File: config.mk
export PLATFORM = sky130hd
export DESIGN_NAME = imu_frame_parser_yaw_tracker
export DESIGN_NICKNAME = d
export VERILOG_FILES = /design/src/rtl/ifpyt_pkg.sv /design/src/rtl/imu_frame_parser_yaw_tracker.sv /design/src/rtl/ifpyt_fifo.sv /design/src/rtl/ifpyt_front.sv /design/src/rtl/ifpyt_back.sv
export SDC_FILE = /design/constraint.sdc
export NUM_CORES = 1
export LEC_CHECK = 0
export ABC_AREA = 1
export BUFFER_PORTS_ARGS = -buffer_cell sky130_fd_sc_hd__clkbuf_2
export CAP_MARGIN = 20
export CELL_PAD_IN_SITES_DETAIL_PLACEMENT = 2
export CELL_PAD_IN_SITES_GLOBAL_PLACEMENT = 2
export CORE_MARGIN = 4
export CORE_UTILIZATION = 36
export DETAILED_ROUTE_END_ITERATION = 16
export PLACE_DENSITY = 0.81
export RECOVER_POWER = 25
export SLEW_MARGIN = 20
export SYNTH_ARGS = -nofsm -noshare
export SYNTH_HDL_FRONTEND = slang
export SYNTH_SLANG_ARGS = --single-unit
export TNS_END_PERCENT = 30
File: constraint.sdc
create_clock -name clock -period 6.26 [get_ports clock]
set_input_delay 0.939 -clock clock [delete_from_list [all_inputs] [get_ports clock]]
set_output_delay 0.939 -clock clock [all_outputs]
set_load 0.01 [all_outputs]
File: src/rtl/ifpyt_pkg.sv
`timescale 1ns / 1ps
// ----------------------------------------------------------------------------
// ifpyt_pkg
// Shared types, codes and helpers for the sensor frame parser and yaw tracker.
// ----------------------------------------------------------------------------
package ifpyt_pkg;

   // frame bytes
   localparam logic [7:0] HDR_BYTE   = 8'h55;
   localparam logic [7:0] TYPE_FIRST = 8'h51;
   localparam logic [7:0] TYPE_LAST  = 8'h54;
   localparam int         DATA_LEN   = 8;
   localparam int         CNT_W      = $clog2(DATA_LEN);

   // frame kinds after removing the type offset
   localparam logic [1:0] KIND_ANGLE = 2'd2;

   // angle wrap limits in raw units, wide enough for a raw difference
   localparam logic signed [17:0] HALF_TURN = 18'sd32768;
   localparam logic signed [17:0] FULL_TURN = 18'sd65536;

   // configuration port
   localparam int         CSR_INDEX_WIDTH  = 2;
   localparam int         CSR_DATA_WIDTH   = 16;
   localparam logic [CSR_INDEX_WIDTH-1:0] CSR_DIRECTION    = 2'd0;
   localparam logic [CSR_INDEX_WIDTH-1:0] CSR_STOP_ADVANCE = 2'd1;

   // queue depths
   localparam int CMD_DEPTH_DEFAULT = 2;
   localparam int RSP_DEPTH_DEFAULT = 2;

   typedef enum logic [1:0] {
      ACT_BYTE        = 2'd0,
      ACT_TRACK_RESET = 2'd1,
      ACT_SET_TARGET  = 2'd2
   } action_type;

   typedef enum logic [1:0] {
      PH_HEADER = 2'd0,
      PH_TYPE   = 2'd1,
      PH_DATA   = 2'd2,
      PH_CHECK  = 2'd3
   } phase_type;

   typedef enum logic [2:0] {
      OP_NONE        = 3'd0,
      OP_REJECT      = 3'd1,
      OP_FRAME       = 3'd2,
      OP_TRACK_RESET = 3'd3,
      OP_SET_TARGET  = 3'd4
   } op_type;

   typedef enum logic [1:0] {
      EV_NONE   = 2'd0,
      EV_GOOD   = 2'd1,
      EV_REJECT = 2'd2
   } event_type;

   // word from the parser to the tracker
   typedef struct packed {
      op_type             op;
      logic [1:0]         kind;
      logic signed [15:0] vx;
      logic signed [15:0] vy;
      logic signed [15:0] vz;
      logic signed [31:0] target;
      logic signed [33:0] stop;
   } cmd_type;

   // result word
   typedef struct packed {
      event_type          frame_event;
      logic [1:0]         kind;
      logic signed [15:0] vx;
      logic signed [15:0] vy;
      logic signed [15:0] vz;
      logic signed [31:0] yaw;
      logic               hit;
      logic               angle_seen;
   } rsp_type;

   // stop point: subtract the margin from a positive goal, add it to any other goal
   function automatic logic signed [33:0] stop_point(input logic signed [31:0] goal,
                                                     input logic [15:0] adv);
      logic signed [33:0] g;
      logic signed [33:0] a;
      g = {{2{goal[31]}}, goal};
      a = {18'd0, adv};
      if (goal > 32'sd0) begin
         return g - a;
      end else begin
         return g + a;
      end
   endfunction

endpackage

File: src/rtl/imu_frame_parser_yaw_tracker.sv
`timescale 1ns / 1ps
// ----------------------------------------------------------------------------
// imu_frame_parser_yaw_tracker
// Sensor byte frame parser with wrapped yaw accumulator and turn target check.
// ----------------------------------------------------------------------------
// Takes one item per clock while req_full is low and gives one result word per
// item, in order. The parser classifies each item as it is accepted and pushes
// a command word into a short queue; the tracker takes one command word per
// cycle while the result queue has room. An item's command word is held in the
// command queue, and its result word in the result queue until popped. The
// tracker's yaw difference, 32-bit accumulate and target compare form the
// longest path and set the one-word-per-cycle rate. Write configuration
// registers only while no item is in flight.
// ----------------------------------------------------------------------------
module imu_frame_parser_yaw_tracker #(
   parameter int CMD_DEPTH = ifpyt_pkg::CMD_DEPTH_DEFAULT,
   parameter int RSP_DEPTH = ifpyt_pkg::RSP_DEPTH_DEFAULT
) (
   input  logic                                   clock,
   input  logic                                   reset,
   // item input
   input  logic                                   req_push,
   output logic                                   req_full,
   input  logic [1:0]                             req_action,
   input  logic [7:0]                             req_rx_byte,
   input  logic signed [31:0]                     req_target,
   // results
   output logic                                   rsp_empty,
   input  logic                                   rsp_pop,
   output logic [1:0]                             rsp_frame_event,
   output logic [1:0]                             rsp_frame_kind,
   output logic signed [15:0]                     rsp_value_x,
   output logic signed [15:0]                     rsp_value_y,
   output logic signed [15:0]                     rsp_value_z,
   output logic signed [31:0]                     rsp_yaw_accumulated,
   output logic                                   rsp_target_hit,
   output logic                                   rsp_angle_seen,
   // configuration
   input  logic                                   csr_valid,
   output logic                                   csr_ready,
   input  logic [ifpyt_pkg::CSR_INDEX_WIDTH-1:0]  csr_index,
   input  logic [ifpyt_pkg::CSR_DATA_WIDTH-1:0]   csr_data
);
   import ifpyt_pkg::*;

   logic        direction_ff;
   logic [15:0] stop_advance_ff;
   logic        accept;
   cmd_type     cmd_front, cmd_back;
   logic [$bits(cmd_type)-1:0] cmd_back_bits;
   logic        cmd_full, cmd_empty;
   logic        rsp_full, fire;
   rsp_type     rsp_back, rsp_head;
   logic [$bits(rsp_type)-1:0] rsp_head_bits;

   assign csr_ready = 1'b1;
   assign accept    = req_push && !cmd_full;
   assign req_full  = cmd_full;
   assign fire      = !cmd_empty && !rsp_full;

   // configuration registers
   always_ff @(posedge clock) begin
      if (reset) begin
         direction_ff    <= 1'b0;
         stop_advance_ff <= '0;
      end else if (csr_valid && csr_ready) begin
         if (csr_index == CSR_DIRECTION) begin
            direction_ff <= csr_data[0];
         end else if (csr_index == CSR_STOP_ADVANCE) begin
            stop_advance_ff <= csr_data[15:0];
         end
      end
   end

   ifpyt_front u_front (
      .clock        (clock),
      .reset        (reset),
      .accept       (accept),
      .action       (req_action),
      .rx_byte      (req_rx_byte),
      .target_value (req_target),
      .stop_advance (stop_advance_ff),
      .cmd          (cmd_front)
   );

   ifpyt_fifo #(
      .WIDTH ($bits(cmd_type)),
      .DEPTH (CMD_DEPTH)
   ) u_cmd_fifo (
      .clock     (clock),
      .reset     (reset),
      .push      (accept),
      .push_data (cmd_front),
      .full      (cmd_full),
      .pop       (fire),
      .pop_data  (cmd_back_bits),
      .empty     (cmd_empty)
   );

   assign cmd_back = cmd_type'(cmd_back_bits);

   ifpyt_back u_back (
      .clock              (clock),
      .reset              (reset),
      .fire               (fire),
      .cmd                (cmd_back),
      .direction_negative (direction_ff),
      .stop_advance       (stop_advance_ff),
      .rsp                (rsp_back)
   );

   ifpyt_fifo #(
      .WIDTH ($bits(rsp_type)),
      .DEPTH (RSP_DEPTH)
   ) u_rsp_fifo (
      .clock     (clock),
      .reset     (reset),
      .push      (fire),
      .push_data (rsp_back),
      .full      (rsp_full),
      .pop       (rsp_pop),
      .pop_data  (rsp_head_bits),
      .empty     (rsp_empty)
   );

   // unpack the oldest result word
   assign rsp_head            = rsp_type'(rsp_head_bits);
   assign rsp_frame_event     = rsp_head.frame_event;
   assign rsp_frame_kind      = rsp_head.kind;
   assign rsp_value_x         = rsp_head.vx;
   assign rsp_value_y         = rsp_head.vy;
   assign rsp_value_z         = rsp_head.vz;
   assign rsp_yaw_accumulated = rsp_head.yaw;
   assign rsp_target_hit      = rsp_head.hit;
   assign rsp_angle_seen      = rsp_head.angle_seen;

endmodule

File: src/rtl/ifpyt_fifo.sv
`timescale 1ns / 1ps
// ----------------------------------------------------------------------------
// ifpyt_fifo
// Small synchronous queue in flip-flops; push and pop in the same cycle.
// ----------------------------------------------------------------------------
module ifpyt_fifo #(
   parameter int WIDTH = 8,
   parameter int DEPTH = 2
) (
   input  logic             clock,
   input  logic             reset,
   input  logic             push,
   input  logic [WIDTH-1:0] push_data,
   output logic             full,
   input  logic             pop,
   output logic [WIDTH-1:0] pop_data,
   output logic             empty
);

   localparam int PTR_W = $clog2(DEPTH);
   localparam int CNT_W = $clog2(DEPTH + 1);
   localparam logic [PTR_W-1:0] LAST = PTR_W'(DEPTH - 1);

   logic [WIDTH-1:0] mem_ff [DEPTH];
   logic [PTR_W-1:0] wr_ptr_ff, wr_ptr_in;
   logic [PTR_W-1:0] rd_ptr_ff, rd_ptr_in;
   logic [CNT_W-1:0] count_ff, count_in;
   logic             do_push, do_pop;

   assign full     = (count_ff == CNT_W'(DEPTH));
   assign empty    = (count_ff == '0);
   assign do_push  = push && !full;
   assign do_pop   = pop && !empty;
   assign pop_data = mem_ff[rd_ptr_ff];

   // advance pointers and fill count
   always_comb begin
      wr_ptr_in = wr_ptr_ff;
      rd_ptr_in = rd_ptr_ff;
      count_in  = count_ff;
      if (do_push) begin
         wr_ptr_in = (wr_ptr_ff == LAST) ? '0 : wr_ptr_ff + 1'b1;
      end
      if (do_pop) begin
         rd_ptr_in = (rd_ptr_ff == LAST) ? '0 : rd_ptr_ff + 1'b1;
      end
      if (do_push && !do_pop) begin
         count_in = count_ff + 1'b1;
      end else if (do_pop && !do_push) begin
         count_in = count_ff - 1'b1;
      end
   end

   always_ff @(posedge clock) begin
      if (reset) begin
         wr_ptr_ff <= '0;
         rd_ptr_ff <= '0;
         count_ff  <= '0;
      end else begin
         wr_ptr_ff <= wr_ptr_in;
         rd_ptr_ff <= rd_ptr_in;
         count_ff  <= count_in;
      end
   end

   // store the pushed word
   always_ff @(posedge clock) begin
      if (do_push) begin
         mem_ff[wr_ptr_ff] <= push_data;
      end
   end

endmodule

File: src/rtl/ifpyt_front.sv
`timescale 1ns / 1ps
// ----------------------------------------------------------------------------
// ifpyt_front
// Frame parser: walks header, type, data and checksum bytes and turns each
// accepted item into one command word for the tracker.
// ----------------------------------------------------------------------------
module ifpyt_front (
   input  logic                      clock,
   input  logic                      reset,
   input  logic                      accept,
   input  logic [1:0]                action,
   input  logic [7:0]                rx_byte,
   input  logic signed [31:0]        target_value,
   input  logic [15:0]               stop_advance,
   output ifpyt_pkg::cmd_type        cmd
);
   import ifpyt_pkg::*;

   phase_type        phase_ff, phase_in;
   logic [1:0]       kind_ff, kind_in;
   logic [CNT_W-1:0] count_ff, count_in;
   logic [7:0]       sum_ff, sum_in;
   logic [7:0]       payload_ff [DATA_LEN];
   logic             payload_we;
   logic             type_ok;
   logic [7:0]       type_off;

   assign type_ok  = (rx_byte >= TYPE_FIRST) && (rx_byte <= TYPE_LAST);
   assign type_off = rx_byte - TYPE_FIRST;

   // next phase and command word
   always_comb begin
      phase_in   = phase_ff;
      kind_in    = kind_ff;
      count_in   = count_ff;
      sum_in     = sum_ff;
      payload_we = 1'b0;
      cmd        = '0;
      cmd.op     = OP_NONE;
      unique case (action_type'(action))
         ACT_BYTE: begin
            unique case (phase_ff)
               PH_HEADER: begin
                  if (rx_byte == HDR_BYTE) begin
                     phase_in = PH_TYPE;
                  end
               end
               PH_TYPE: begin
                  if (type_ok) begin
                     kind_in  = type_off[1:0];
                     count_in = '0;
                     sum_in   = HDR_BYTE + rx_byte;
                     phase_in = PH_DATA;
                  end else begin
                     cmd.op   = OP_REJECT;
                     phase_in = (rx_byte == HDR_BYTE) ? PH_TYPE : PH_HEADER;
                  end
               end
               PH_DATA: begin
                  payload_we = 1'b1;
                  sum_in     = sum_ff + rx_byte;
                  count_in   = count_ff + 1'b1;
                  if (count_ff == CNT_W'(DATA_LEN - 1)) begin
                     phase_in = PH_CHECK;
                  end
               end
               PH_CHECK: begin
                  if (sum_ff == rx_byte) begin
                     cmd.op   = OP_FRAME;
                     cmd.kind = kind_ff;
                     cmd.vx   = {payload_ff[1], payload_ff[0]};
                     cmd.vy   = {payload_ff[3], payload_ff[2]};
                     cmd.vz   = {payload_ff[5], payload_ff[4]};
                  end else begin
                     cmd.op = OP_REJECT;
                  end
                  phase_in = (rx_byte == HDR_BYTE) ? PH_TYPE : PH_HEADER;
               end
               default: begin
                  phase_in = PH_HEADER;
               end
            endcase
         end
         ACT_TRACK_RESET: begin
            cmd.op = OP_TRACK_RESET;
         end
         ACT_SET_TARGET: begin
            cmd.op     = OP_SET_TARGET;
            cmd.target = target_value;
            cmd.stop   = stop_point(target_value, stop_advance);
         end
         default: begin
            cmd.op = OP_NONE;
         end
      endcase
   end

   // hold parser state between bytes
   always_ff @(posedge clock) begin
      if (reset) begin
         phase_ff <= PH_HEADER;
         kind_ff  <= '0;
         count_ff <= '0;
         sum_ff   <= '0;
      end else if (accept) begin
         phase_ff <= phase_in;
         kind_ff  <= kind_in;
         count_ff <= count_in;
         sum_ff   <= sum_in;
      end
   end

   // capture data bytes
   always_ff @(posedge clock) begin
      if (accept && payload_we) begin
         payload_ff[count_ff] <= rx_byte;
      end
   end

endmodule

File: src/rtl/ifpyt_back.sv
`timescale 1ns / 1ps
// ----------------------------------------------------------------------------
// ifpyt_back
// Yaw tracker: runs one command word per cycle while fire is high, accumulates wrapped yaw
// differences, checks the turn target and forms the result word.
// ----------------------------------------------------------------------------
module ifpyt_back (
   input  logic                 clock,
   input  logic                 reset,
   input  logic                 fire,
   input  ifpyt_pkg::cmd_type   cmd,
   input  logic                 direction_negative,
   input  logic [15:0]          stop_advance,
   output ifpyt_pkg::rsp_type   rsp
);
   import ifpyt_pkg::*;

   logic               started_ff, started_in;
   logic signed [15:0] prev_ff, prev_in;
   logic signed [15:0] latest_ff, latest_in;
   logic signed [31:0] sum_ff, sum_in;
   logic signed [31:0] goal_ff, goal_in;
   logic signed [33:0] stop_ff, stop_in;
   logic               active_ff, active_in;
   logic               angle_ff, angle_in;
   logic signed [17:0] d_raw, d_wrap, d_dir;
   logic signed [33:0] stop_use, sum_wide;
   logic               hit;

   // wrapped yaw difference against the previous angle
   always_comb begin
      d_raw = {{2{cmd.vz[15]}}, cmd.vz} - {{2{prev_ff[15]}}, prev_ff};
      if (d_raw > HALF_TURN) begin
         d_wrap = d_raw - FULL_TURN;
      end else if (d_raw < -HALF_TURN) begin
         d_wrap = d_raw + FULL_TURN;
      end else begin
         d_wrap = d_raw;
      end
      d_dir = direction_negative ? -d_wrap : d_wrap;
   end

   // apply the command, then check the target
   always_comb begin
      started_in = started_ff;
      prev_in    = prev_ff;
      latest_in  = latest_ff;
      sum_in     = sum_ff;
      goal_in    = goal_ff;
      active_in  = active_ff;
      angle_in   = angle_ff;
      stop_use   = stop_ff;
      unique case (cmd.op)
         OP_FRAME: begin
            if (cmd.kind == KIND_ANGLE) begin
               latest_in = cmd.vz;
               angle_in  = 1'b1;
               prev_in   = cmd.vz;
               started_in = 1'b1;
               if (started_ff) begin
                  sum_in = sum_ff + {{14{d_dir[17]}}, d_dir};
               end
            end
         end
         OP_TRACK_RESET: begin
            sum_in    = '0;
            active_in = 1'b0;
            if (angle_ff) begin
               prev_in    = latest_ff;
               started_in = 1'b1;
            end else begin
               started_in = 1'b0;
            end
         end
         OP_SET_TARGET: begin
            goal_in   = cmd.target;
            active_in = 1'b1;
            stop_use  = cmd.stop;
         end
         default: begin
         end
      endcase

      sum_wide = {{2{sum_in[31]}}, sum_in};
      hit      = 1'b0;
      if (active_in) begin
         if (goal_in > 32'sd0) begin
            hit = (sum_wide >= stop_use);
         end else begin
            hit = (sum_wide <= stop_use);
         end
      end
      if (hit) begin
         active_in = 1'b0;
      end
   end

   // track the stop point of the held goal
   assign stop_in = (fire && cmd.op == OP_SET_TARGET) ? cmd.stop
                                                      : stop_point(goal_ff, stop_advance);

   // result word
   always_comb begin
      rsp            = '0;
      rsp.frame_event = EV_NONE;
      if (cmd.op == OP_FRAME) begin
         rsp.frame_event = EV_GOOD;
         rsp.kind        = cmd.kind;
         rsp.vx          = cmd.vx;
         rsp.vy          = cmd.vy;
         rsp.vz          = cmd.vz;
      end else if (cmd.op == OP_REJECT) begin
         rsp.frame_event = EV_REJECT;
      end
      rsp.yaw        = sum_in;
      rsp.hit        = hit;
      rsp.angle_seen = angle_in;
   end

   always_ff @(posedge clock) begin
      if (reset) begin
         started_ff <= 1'b0;
         prev_ff    <= '0;
         latest_ff  <= '0;
         sum_ff     <= '0;
         goal_ff    <= '0;
         active_ff  <= 1'b0;
         angle_ff   <= 1'b0;
         stop_ff    <= '0;
      end else begin
         stop_ff <= stop_in;
         if (fire) begin
            started_ff <= started_in;
            prev_ff    <= prev_in;
            latest_ff  <= latest_in;
            sum_ff     <= sum_in;
            goal_ff    <= goal_in;
            active_ff  <= active_in;
            angle_ff   <= angle_in;
         end
      end
   end

endmodule
==> metrics.md, run 1 <==
| Metric | Value |
|---|---|
| Final TNS setup | `-3.97 ns` |
| CP Launch Type | `flip-flop` |
| Max frequency | `132 MHz` |
| Crit-path leading delay family | `simple AND/OR/NAND/NOR gates` |
| CTS tree | `yes` |
| Design area | `a little over 0.04 mm^2` |
| Die area | `0.0974 mm^2` |
| Design Power | `about 24 mW` |
| Xor/xnor share of the synthesized area | `0.0203` |
| Crit path DAT | `between 8 and 9 ns` |
| Critical path class | `flip-flop to flip-flop` |
| Root buffer cell | `clkbuf_16` |
| Final Hold Fails | `0` |
| Vias in the first global route | `33.6k` |
| Via density | `between 5 and 6` |
| Worst Path Buf+Inv | `8` |
| Initial antenna violation count | `8` |
| PortBufs | `152` |
| Worst Path Max Fanout | `16` |
| Post-synthesis mux area share | `0.0384` |
| ANT nets after route | `0` |
| Post-DP HPWL | `approximately 95000 um` |
| Crit path top cell by count | `nand2_1` |
| P&R area growth vs syn | `21.2%` |
| Slew Limit Fails | `248` |
| Number of synthesized flops with an enable pin | `456` |
| Sequential area share after synthesis | `0.516` |
| All-Layer GR Usage | `0.294` |
| Seq cells post-synth | `630` |
| Worst path max stage delay | `0.41 ns` |
| Post-synthesis cell area | `0.0333 mm^2` |
| Slew @ Worst Pin | `3.24 ns` |
| Failing checks | `max-capacitance violations, max-slew violations, negative setup slack` |
| Slew margin rel. | `-1.16` |
| Clk_skew | `0.0572 ns` |
| Simple-gate share of the synthesized area | `0.173` |
| Final setup fails | `3` |
| Clock tree sinks | `630` |
| Final GP Congestion | `0.886` |
| Tightest Hold Check Type | `flip-flop to flip-flop` |
| Synth Instances | `3657` |
| Die H | `312 um` |
| Clock Path Buffers | `3` |
| Synth Warn # | `0` |
| Core ar. | `~0.092 mm^2` |
| Starting Density | `0.363` |
| H-Tree Depth | `3` |
| Final WS setup | `-1.34 ns` |
| Total routed wirelength | `around 160000 um` |
| Slowest stage cell, crit path | `dfxtp_4` |
| Worst Setup End Kind | `flip-flop` |
| WP data required | `slightly below 7 ns` |
| Peak supply drop | `0.263 mV` |
| RSZ-0062 raised after global routing | `true` |
| Final Util | `0.440` |
| Detailed Route Iter0 Violations | `2584` |
| Area after DPL | `between 0.03 and 0.04 mm^2` |
| Final net count | `4271` |
| Post-Place Worst Slack | `-0.887 ns` |
| Status | `finished, violations left` |
| CTS buffer count | `75` |
| First-pass GRT wire length | `219000 um` |
| Max-cap check violation count | `7` |
| Largest net degree at the start of global routing | `118` |
| Pwr dens | `596 mW/mm^2` |
| Post-synth cell types | `64` |
| Wirelength per Cell | `about 30 um` |
| Clk Latency, worst-skew pair | `0.70 ns` |
| Router iterations before antenna repair | `5` |
| Compound-Gate Fraction of Synth Area | `0.127` |
| Row count | `111` |
| P_leak | `16.8 nW` |
| DR vias | `approximately 31k` |
| Fin crit share | `1.21` |
| Post-synthesis adder-cell area fraction | `0.0639` |
| Layout cell share with drive strength beyond 1 | `0.196` |
| Post-synth top flop | `edfxtp_1` |
| Syn Area/Cell | `just over 9 um^2` |
| Main combinational cell family by area after synthesis | `simple AND/OR/NAND/NOR gates` |
| Io pins | `~150` |
| Die W | `312 um` |
| GRT Residual Overflow | `0` |
| Syn Nets | `about 3.9k` |
| Clk slew on worst S/H paths | `0.07 ns` |
| Crit path time final | `7.60 ns` |
| Ys async rst share | `0` |
| DRC viols | `0` |
[final cells by class]
cell class                 instances  area [um^2]
multi-input combinational       2499        14700
fill                            9840        51300
tap                             1186         1480
clock buffer                      96         2050
timing repair buffer             434         2910
antenna                            7         17.5
clock inverter                    43          494
inverter                         399         1510
sequential                       630        17200
[synthesized netlist by cell type, types with 7 or more instances]
cell	number	share of area
mux2i_1	31	0.0093
o221ai_1	7	0.0018
nor4_1	23	0.0043
clkbuf_1	71	0.0080
a31oi_1	62	0.012
a21o_1	10	0.0023
inv_2	12	0.0014
a211oi_1	10	0.0023
o21ai_0	267	0.040
or2_2	25	0.0047
a21oi_1	303	0.046
nor3_1	42	0.0063
ha_1	162	0.061
nand4_1	46	0.0086
buf_2	31	0.0047
inv_1	385	0.043
xnor2_1	23	0.0061
o21bai_1	14	0.0032
edfxtp_1	456	0.41
nand3_1	107	0.016
nor2_1	318	0.036
o21ai_1	8	0.0012
nand2_2	9	0.0017
o211ai_1	32	0.0072
mux2_2	86	0.029
dfxtp_1	174	0.10
nand2_1	779	0.088
buf_1	21	0.0024
xor2_1	54	0.014
o21a_1	11	0.0025
[metal layers]
metal / vias to the layer above / wire length, um / part of all wire / track usage
met5: - / 13 / 0.000084 / 0
met2: 1369 / 75900 / 0.49 / 0.517
li1: 13344 / - / - / -
met4: 2 / 9830 / 0.063 / 0.138
met1: 15843 / 61400 / 0.40 / 0.356
met3: 553 / 8100 / 0.052 / 0.0431
[power by group]
part | total (mW) | switching, mW | internal, mW
clock | 4.71 | 2.04 | 2.67
sequential | 6.01 | 0.472 | 5.54
combinational | 13.3 | 8.85 | 4.49
total | 24.1 | 11.4 | 12.7
[sequential cells by signal (all words and copies together) (netlist names), 2 cells and up, named ones only]
register,count
u_back.latest_ff,16
u_front.kind_ff,2
u_back.goal_ff,32
u_cmd_fifo.mem_ff,236
u_front.count_ff,3
u_back.sum_ff,32
u_back.prev_ff,16
u_rsp_fifo.mem_ff,172
u_rsp_fifo.count_ff,2
u_front.sum_ff,8
u_cmd_fifo.count_ff,2
stop_advance_ff,16
u_back.stop_ff,33
u_front.payload_ff,48
[worst register-to-register path: cells and delay by family (launching register included)]
kind | cells | cell delay (ns)
simple gates | 20 | 2.77
flops | 1 | 0.41
compound gates | 10 | 2.33
fa+ha+maj | 3 | 1.04
buf+inv | 8 | 0.93
[final timing paths]
path | startpoint | end | slack [ns] | cells after the start
setup / recovery | flip-flop | u_rsp_fifo.mem_ff[0][1]$_DFFE_PP_ | -1.34 | 41
hold / removal | u_back.latest_ff[6]$_SDFFE_PP0P_ | u_back.latest_ff[6]$_SDFFE_PP0P_ | 0.46 | 2
setup reg to reg | flip-flop | u_rsp_fifo.mem_ff[0][1]$_DFFE_PP_ | -1.34 | 41
hold reg to reg | u_back.latest_ff[6]$_SDFFE_PP0P_ | u_back.latest_ff[6]$_SDFFE_PP0P_ | 0.46 | 2
[timing repair]
action / 4_1_cts / 5_1_grt
resized for setup: 74 / 76
hold buffers: 0 / 0
cloned: 0 / 1
endpoints found under the setup margin: 3 / 3
hold endpoints to repair: 0 / 0
pin swaps: 15 / 39
buffers inserted: 13 / 13
[layout by cell type (no fill, tap or decap), types with 23 or more instances in the layout]
cell type  count
nand2_1      762
edfxtp_1     456
inv_1        371
nor2_1       307
a21oi_1      290
buf_4        266
o21ai_0      247
dfxtp_1      172
clkbuf_2     142
ha_1         138
nand3_1      100
mux2_2        86
clkbuf_16     78
a31oi_1       61
xor2_1        53
nand4_1       46
nor3_1        33
clkbuf_1      33
o211ai_1      32
mux2i_1       31
nand2_2       25
or2_2         24
inv_2         24
xnor2_1       23
[metrics by stage]
step / cells / hold slack [ns]
CTS: 5271 / 0.463
finish: 5294 / 0.462
detailed placement: 5119 / 0.452
floorplan: 3657 / 0.426
global placement: 5118 / 0.437
global route: 5291 / 0.497
[cell families (layout without fill, tap and decap cells)]
family	Yosys count	count (layout)
AND/OR/NAND/NOR	1379	1379
AO/OA/AOI/OAI	758	758
flip-flops	630	630
buffers and inverters	528	972
adder cells (fa/ha/maj)	167	167
multiplexers	117	117
XOR/XNOR	77	77
other	1	8
Note: power is estimated with default switching activity, not from simulation.
==> inputs of run 2 (changes only) <==
--- a/config.mk
+++ b/config.mk
@@ -8,7 +8,7 @@
 export ABC_AREA = 1
 export BUFFER_PORTS_ARGS = -buffer_cell sky130_fd_sc_hd__clkbuf_2
 export CAP_MARGIN = 20
-export CELL_PAD_IN_SITES_DETAIL_PLACEMENT = 2
+export CELL_PAD_IN_SITES_DETAIL_PLACEMENT = 0
 export CELL_PAD_IN_SITES_GLOBAL_PLACEMENT = 2
 export CORE_MARGIN = 4
 export CORE_UTILIZATION = 36
==> run 2 against run 1 <==
The run ends with max-capacitance violations, max-slew violations left. Worst hold slack worse by 0.0020 ns. Largest power group unchanged. Sequential share of layout area rose by 0.14 points. Sequential power fell by 3.5%. Register-to-register slack gained 1.4 ns. Global-route usage down 9.8 points. Combinational power fell by 12%.
==> metrics.md, run 2 (synthesized netlist as in run 1, its figures left out) <==
| Metric | Value |
|---|---|
| GRT Residual Overflow | `0 (unchanged)` |
| Final GP Congestion | `0.886 (unchanged)` |
| Design Power | `21.6 mW (-10%)` |
| Die H | `312 um (unchanged)` |
| Max frequency | `161 MHz (+22%)` |
| CP Launch Type | `flip-flop` |
| P&R area growth vs syn | `20.8%` |
| Clk_skew | `0.0340 ns (-0.0233 ns)` |
| Status | `finished, violations left` |
| ANT nets after route | `0 (unchanged)` |
| CTS tree | `yes` |
| WP data required | `6.63 ns (-0.16 ns)` |
| Post-Place Worst Slack | `-0.387 ns (+0.500 ns)` |
| Total routed wirelength | `97900 um (-37%)` |
| Most frequent cells in the layout | `nand2_1, edfxtp_1, inv_1, nor2_1, a21oi_1` |
| Placed Cells | `5119 (unchanged)` |
| Row count | `111 (unchanged)` |
| Detailed Route Iter0 Violations | `1777 (-31%)` |
| DRC viols | `0 (unchanged)` |
| Critical path class | `flip-flop to flip-flop` |
| Reg-to-reg endpoint | `u_back.active_ff$_SDFFE_PP0P_` |
| Core ar. | `0.0917 mm^2 (unchanged)` |
| Final Util | `0.439 (-0.00143)` |
| First-pass GRT wire length | `150000 um (-32%)` |
| Starting Density | `0.363 (unchanged)` |
| Slowest stage cell, crit path | `fa_2` |
| Fin crit share | `0.993 (-0.221)` |
| Wirelength per Cell | `18.6 um (-37%)` |
| Max-cap check violation count | `8 (+1)` |
| P_leak | `16.7 nW (-0.76%)` |
| Biggest register | `u_cmd_fifo.mem_ff` |
| H-Tree Depth | `3 (unchanged)` |
| All-Layer GR Usage | `0.196 (-0.0982)` |
| Die W | `312 um (unchanged)` |
| Vias in the first global route | `25.5k (-24%)` |
| Design area | `0.0402 mm^2 (-0.33%)` |
| Peak supply drop | `0.332 mV (+26%)` |
| Clk Latency, worst-skew pair | `0.64 ns (-0.06 ns)` |
| Tightest Hold Check Type | `flip-flop to flip-flop` |
| Clk slew on worst S/H paths | `0.06 ns (about the same)` |
| Via density | `4.99 (-15%)` |
| Hold endpoint | `u_cmd_fifo.rd_ptr_ff$_SDFFE_PP0P_` |
| Slew @ Worst Pin | `3.12 ns (-0.127 ns)` |
| Slew Limit Fails | `293 (+18%)` |
| Slew margin rel. | `-1.08 (+0.0846)` |
| Layout cell share with drive strength beyond 1 | `0.194 (-0.00163)` |
| Largest regs | `u_cmd_fifo.mem_ff x236, u_rsp_fifo.mem_ff x172, u_front.payload_ff x48` |
| Failing checks | `max-capacitance violations, max-slew violations` |
| Commonest non-fill, non-tap cell in the layout | `nand2_1` |
| Worst Setup End Kind | `flip-flop` |
| Post-Layout Cell Count | `5276 (-0.34%)` |
| Slack of the worst reg-to-reg path | `0.05 ns (+1.38 ns)` |
| Root buffer cell | `clkbuf_16` |
| Hold Worst Slack | `0.460 ns (-0.00203 ns)` |
| Worst Path Max Fanout | `16 (unchanged)` |
| Final net count | `4265 (-0.14%)` |
| Die area | `0.0974 mm^2 (unchanged)` |
| Crit path time final | `6.21 ns (-1.38 ns)` |
| Router iterations before antenna repair | `6 (+1)` |
| CTS buffer count | `72 (-4.0%)` |
| Final TNS setup | `0 ns (+3.97 ns)` |
| Final Hold Fails | `0 (unchanged)` |
| Initial antenna violation count | `6 (-2)` |
| Final setup fails | `0 (-3)` |
| Io pins | `154 (unchanged)` |
| Largest net degree at the start of global routing | `118 (unchanged)` |
| Clock tree sinks | `630 (unchanged)` |
| Cell count of the worst reg-to-reg path | `36 (-12%)` |
| Number of flip-flops in the largest register | `236 (unchanged)` |
| HP Start | `u_cmd_fifo.rd_ptr_ff$_SDFFE_PP0P_` |
| Clock Path Buffers | `3 (unchanged)` |
| RSZ-0062 raised after global routing | `true` |
| Area after DPL | `0.0370 mm^2 (unchanged)` |
| Final WS setup | `0.0452 ns (+1.38 ns)` |
| Worst hold stages | `1 (-1)` |
| Post-DP HPWL | `71000 um (-25%)` |
| Crit path DAT | `6.58 ns (-1.55 ns)` |
| PortBufs | `152 (unchanged)` |
| Pwr dens | `537 mW/mm^2 (-9.9%)` |
| Worst path max stage delay | `0.58 ns (+0.17 ns)` |
| DR vias | `26.3k (-15%)` |
==> run 2: worst max-delay path, delay by kind of cell (launching register included) <==
| kind | cells | cell delay [ns] |
|---|---|---|
| compound gates | 9 | 1.28 |
| xor+xnor | 2 | 0.22 |
| fa+ha+maj | 4 | 1.43 |
| buf+inv | 7 | 0.89 |
| flops | 1 | 0.37 |
| simple gates | 14 | 1.74 |
==> run 2: worst max-delay path by stage <==
stage                     slack (ns)       from  depth (start not counted)                           endpoint
after global placement         -0.25  flip-flop                         45  u_rsp_fifo.mem_ff[0][1]$_DFFE_PP_
after floorplan                -0.34   req_push                          2  u_cmd_fifo.mem_ff[0][0]$_DFFE_PP_
after global routing           -0.44  flip-flop                         46      u_back.active_ff$_SDFFE_PP0P_
final                           0.05  flip-flop                         36      u_back.active_ff$_SDFFE_PP0P_
after detailed placement       -0.39  flip-flop                         41  u_rsp_fifo.mem_ff[0][1]$_DFFE_PP_
after CTS                      0.004  flip-flop                         41  u_rsp_fifo.mem_ff[1][1]$_DFFE_PP_
==> run 2: area by class of cell <==
class / count / area [um^2]
Sequential cell: 630 / 17200
Tap cell: 1186 / 1480
Antenna cell: 1 / 2.50
Clock buffer: 97 / 1910
Inverter: 399 / 1510
Fill cell: 8996 / 51400
Clock inverter: 33 / 389
Multi-Input combinational cell: 2499 / 14900
Timing Repair Buffer: 431 / 2880
==> run 2: what timing repair did <==
action / 4_1_cts / 5_1_grt
endpoints found under the setup margin: 3 / 3
hold buffers: 0 / 0
pin swaps: 14 / 38
hold endpoints to repair: 0 / 0
setup buffers: 11 / 11
gates resized for setup: 77 / 87
cloned: 0 / 2
==> run 2: power breakdown <==
group          internal, mW  switching [mW]  leakage [nW]  total [mW]
Combinational          4.51            7.21          9.80        11.7
Clock                  2.34            1.74          1.11        4.08
Sequential             5.52           0.283          5.76        5.80
Total                  12.4            9.23          16.7        21.6
==> run 2: metal layers <==
metal,up-vias,track usage,wire length [um]
met2,486,0.318,44600
met1,12417,0.280,47300
met3,121,0.0208,3600
met4,0,0.0553,2390
li1,13320,-,-
met5,-,0,0
==> inputs of run 3 (changes only) <==
--- a/config.mk
+++ b/config.mk
@@ -12,6 +12,7 @@
 export CELL_PAD_IN_SITES_GLOBAL_PLACEMENT = 2
 export CORE_MARGIN = 4
 export CORE_UTILIZATION = 36
+export CTS_BUF_LIST = sky130_fd_sc_hd__clkbuf_16
 export DETAILED_ROUTE_END_ITERATION = 16
 export PLACE_DENSITY = 0.81
 export RECOVER_POWER = 25
==> run 3 against run 2 <==
The run still ends with max-capacitance violations, max-slew violations left. Critical path depth is the same. Global-route usage is essentially flat. Clock-buffer cell count shrank 25. Combinational power is essentially flat. Power shrank 0.25%. First-iteration DRC count grew 5.0%. Non-clock buffer count is the same. Setup slack lost 0.013 ns. Fmax shrank 0.21%. Largest power group unchanged.
==> metrics.md, run 3 (synthesized netlist as in run 1, its figures left out) <==
| Metric | Value |
|---|---|
| HP Start | `u_cmd_fifo.rd_ptr_ff$_SDFFE_PP0P_` |
| Worst Setup End Kind | `flip-flop` |
| Row count | `111 (unchanged)` |
| All-Layer GR Usage | `0.196 (about the same)` |
| CTS buffer count | `72 (unchanged)` |
| CP Launch Type | `flip-flop` |
| Post-CTS Hold Fix Bufs | `0 (unchanged)` |
| GRT Residual Overflow | `0 (unchanged)` |
| Worst path max stage delay | `0.58 ns (about the same)` |
| Slew Limit Fails | `293 (unchanged)` |
| Crit path DAT | `6.59 ns (about the same)` |
| Layout cell share with drive strength beyond 1 | `0.194 (-0.000245)` |
| Reg-to-reg endpoint | `u_back.active_ff$_SDFFE_PP0P_` |
| Largest net degree at the start of global routing | `118 (unchanged)` |
| Slew @ Worst Pin | `3.13 ns (+0.0167 ns)` |
| Io pins | `154 (unchanged)` |
| Slowest stage cell, crit path | `fa_2` |
| DRC viols | `0 (unchanged)` |
| Die W | `312 um (unchanged)` |
| Clk_skew | `0.0344 ns (+0.000448 ns)` |
| Hold Worst Slack | `0.459 ns (-0.000749 ns)` |
| Die H | `312 um (unchanged)` |
| Pwr dens | `536 mW/mm^2 (-0.23%)` |
| Largest regs | `u_cmd_fifo.mem_ff x236, u_rsp_fifo.mem_ff x172, u_front.payload_ff x48` |
| Max-cap check violation count | `8 (unchanged)` |
| Biggest register | `u_cmd_fifo.mem_ff` |
| Number of fillers in the final layout | `8994 (-0.022%)` |
| Final setup fails | `0 (unchanged)` |
| P&R area growth vs syn | `20.8% (about the same)` |
| ANT nets after route | `0 (unchanged)` |
| Clock tree sinks | `630 (unchanged)` |
| Core ar. | `0.0917 mm^2 (unchanged)` |
| DR vias | `26.3k (-0.15%)` |
| P_leak | `16.8 nW (+0.56%)` |
| Cell count of the worst reg-to-reg path | `36 (unchanged)` |
| Critical path class | `flip-flop to flip-flop` |
| Detailed Route Iter0 Violations | `1866 (+5.0%)` |
| Final net count | `4265 (unchanged)` |
| Most frequent cells in the layout | `nand2_1, edfxtp_1, inv_1, nor2_1, a21oi_1` |
| Starting Density | `0.363 (unchanged)` |
| CTS tree | `yes` |
| Router iterations before antenna repair | `6 (unchanged)` |
| Final Hold Fails | `0 (unchanged)` |
| Slew margin rel. | `-1.09 (-0.0111)` |
| Clk slew on worst S/H paths | `0.06 ns (about the same)` |
| Total routed wirelength | `97900 um (about the same)` |
| Root buffer cell | `clkbuf_16` |
| Hold endpoint | `u_cmd_fifo.rd_ptr_ff$_SDFFE_PP0P_` |
| Commonest non-fill, non-tap cell in the layout | `nand2_1` |
| Failing checks | `max-capacitance violations, max-slew violations` |
| Slack of the worst reg-to-reg path | `0.03 ns (about the same)` |
| Fin crit share | `0.995 (+0.00209)` |
| Clk Latency, worst-skew pair | `0.64 ns (about the same)` |
| Wirelength per Cell | `18.6 um (about the same)` |
| Max frequency | `161 MHz (-0.21%)` |
| Die area | `0.0974 mm^2 (unchanged)` |
| Initial antenna violation count | `6 (unchanged)` |
| WP data required | `6.62 ns (about the same)` |
| Clock Path Buffers | `3 (unchanged)` |
| Tightest Hold Check Type | `flip-flop to flip-flop` |
| Worst Path Max Fanout | `16 (unchanged)` |
| Number of flip-flops in the largest register | `236 (unchanged)` |
| Final TNS setup | `0 ns (unchanged)` |
| Post-DP HPWL | `71000 um (unchanged)` |
| Peak supply drop | `0.333 mV (+0.18%)` |
| Status | `finished, violations left` |
| Crit path time final | `6.23 ns (+0.0131 ns)` |
| PortBufs | `152 (unchanged)` |
| Via density | `4.98 (-0.17%)` |
| Vias in the first global route | `25.5k (+0.055%)` |
| Final GP Congestion | `0.886 (unchanged)` |
| H-Tree Depth | `3 (unchanged)` |
| RSZ-0062 raised after global routing | `true` |
| First-pass GRT wire length | `150000 um (about the same)` |
| Worst hold stages | `1 (unchanged)` |
[run 3: critical path: cells and delay by family (launching register included)]
kind            cells  cell delay (ns)
buf+inv             7             0.89
fa+ha+maj           4             1.43
compound gates      9             1.29
xor+xnor            2             0.22
flops               1             0.37
simple gates       14             1.74
[run 3: layout make-up]
class                   count  area, um^2  area share
inverters                 399        1510      0.0374
flip-flops and latches    630       17200       0.427
diodes                      2        5.00    0.000124
clock inverters            58         483      0.0120
clock buffers              72        1800      0.0448
well taps                1186        1480      0.0369
repair buffers            431        2880      0.0717
multi-input cells        2499       14900       0.370
[run 3: what timing repair did]
| item | CTS | global route |
|---|---|---|
| setup endpoints to repair | 3 | 3 |
| cloned | 0 | 2 |
| buffers inserted | 11 | 11 |
| pin swaps | 14 | 38 |
| resized for setup | 77 | 87 |
[run 3: power by group]
part           switching (mW)  internal [mW]
sequential              0.283           5.52
clock                    1.74           2.29
combinational            7.21           4.51
[run 3: metal layers]
metal | GRT usage | vias up | wire length, um
li1 | - | 13317 | -
met1 | 0.280 | 12356 | 47300
met2 | 0.318 | 513 | 44600
met3 | 0.0208 | 118 | 3650
met4 | 0.0553 | 0 | 2390
met5 | 0 | - | 0
[run 3: worst max-delay path by stage]
stage                     startpoint                           endpoint  cells after the start
after CTS                  flip-flop  u_rsp_fifo.mem_ff[1][1]$_DFFE_PP_                     41
after floorplan             req_push  u_cmd_fifo.mem_ff[0][0]$_DFFE_PP_                      2
after global routing       flip-flop      u_back.active_ff$_SDFFE_PP0P_                     46
after global placement     flip-flop  u_rsp_fifo.mem_ff[0][1]$_DFFE_PP_                     45
final                      flip-flop      u_back.active_ff$_SDFFE_PP0P_                     36
after detailed placement   flip-flop  u_rsp_fifo.mem_ff[0][1]$_DFFE_PP_                     41
[run 3: per-stage QoR]
stage	worst slack, ns	utilization	power, mW	area (um^2)	instances
after floorplan	-0.343	-	12.3	33300	3657
after global placement	-0.248	0.403	16.7	37000	5118
after detailed placement	-0.387	0.404	16.7	37000	5119
after CTS	0.00408	0.434	21.2	39700	5260
after global routing	-0.441	0.439	23.2	40200	5275
final	0.0321	0.439	21.5	40200	5277
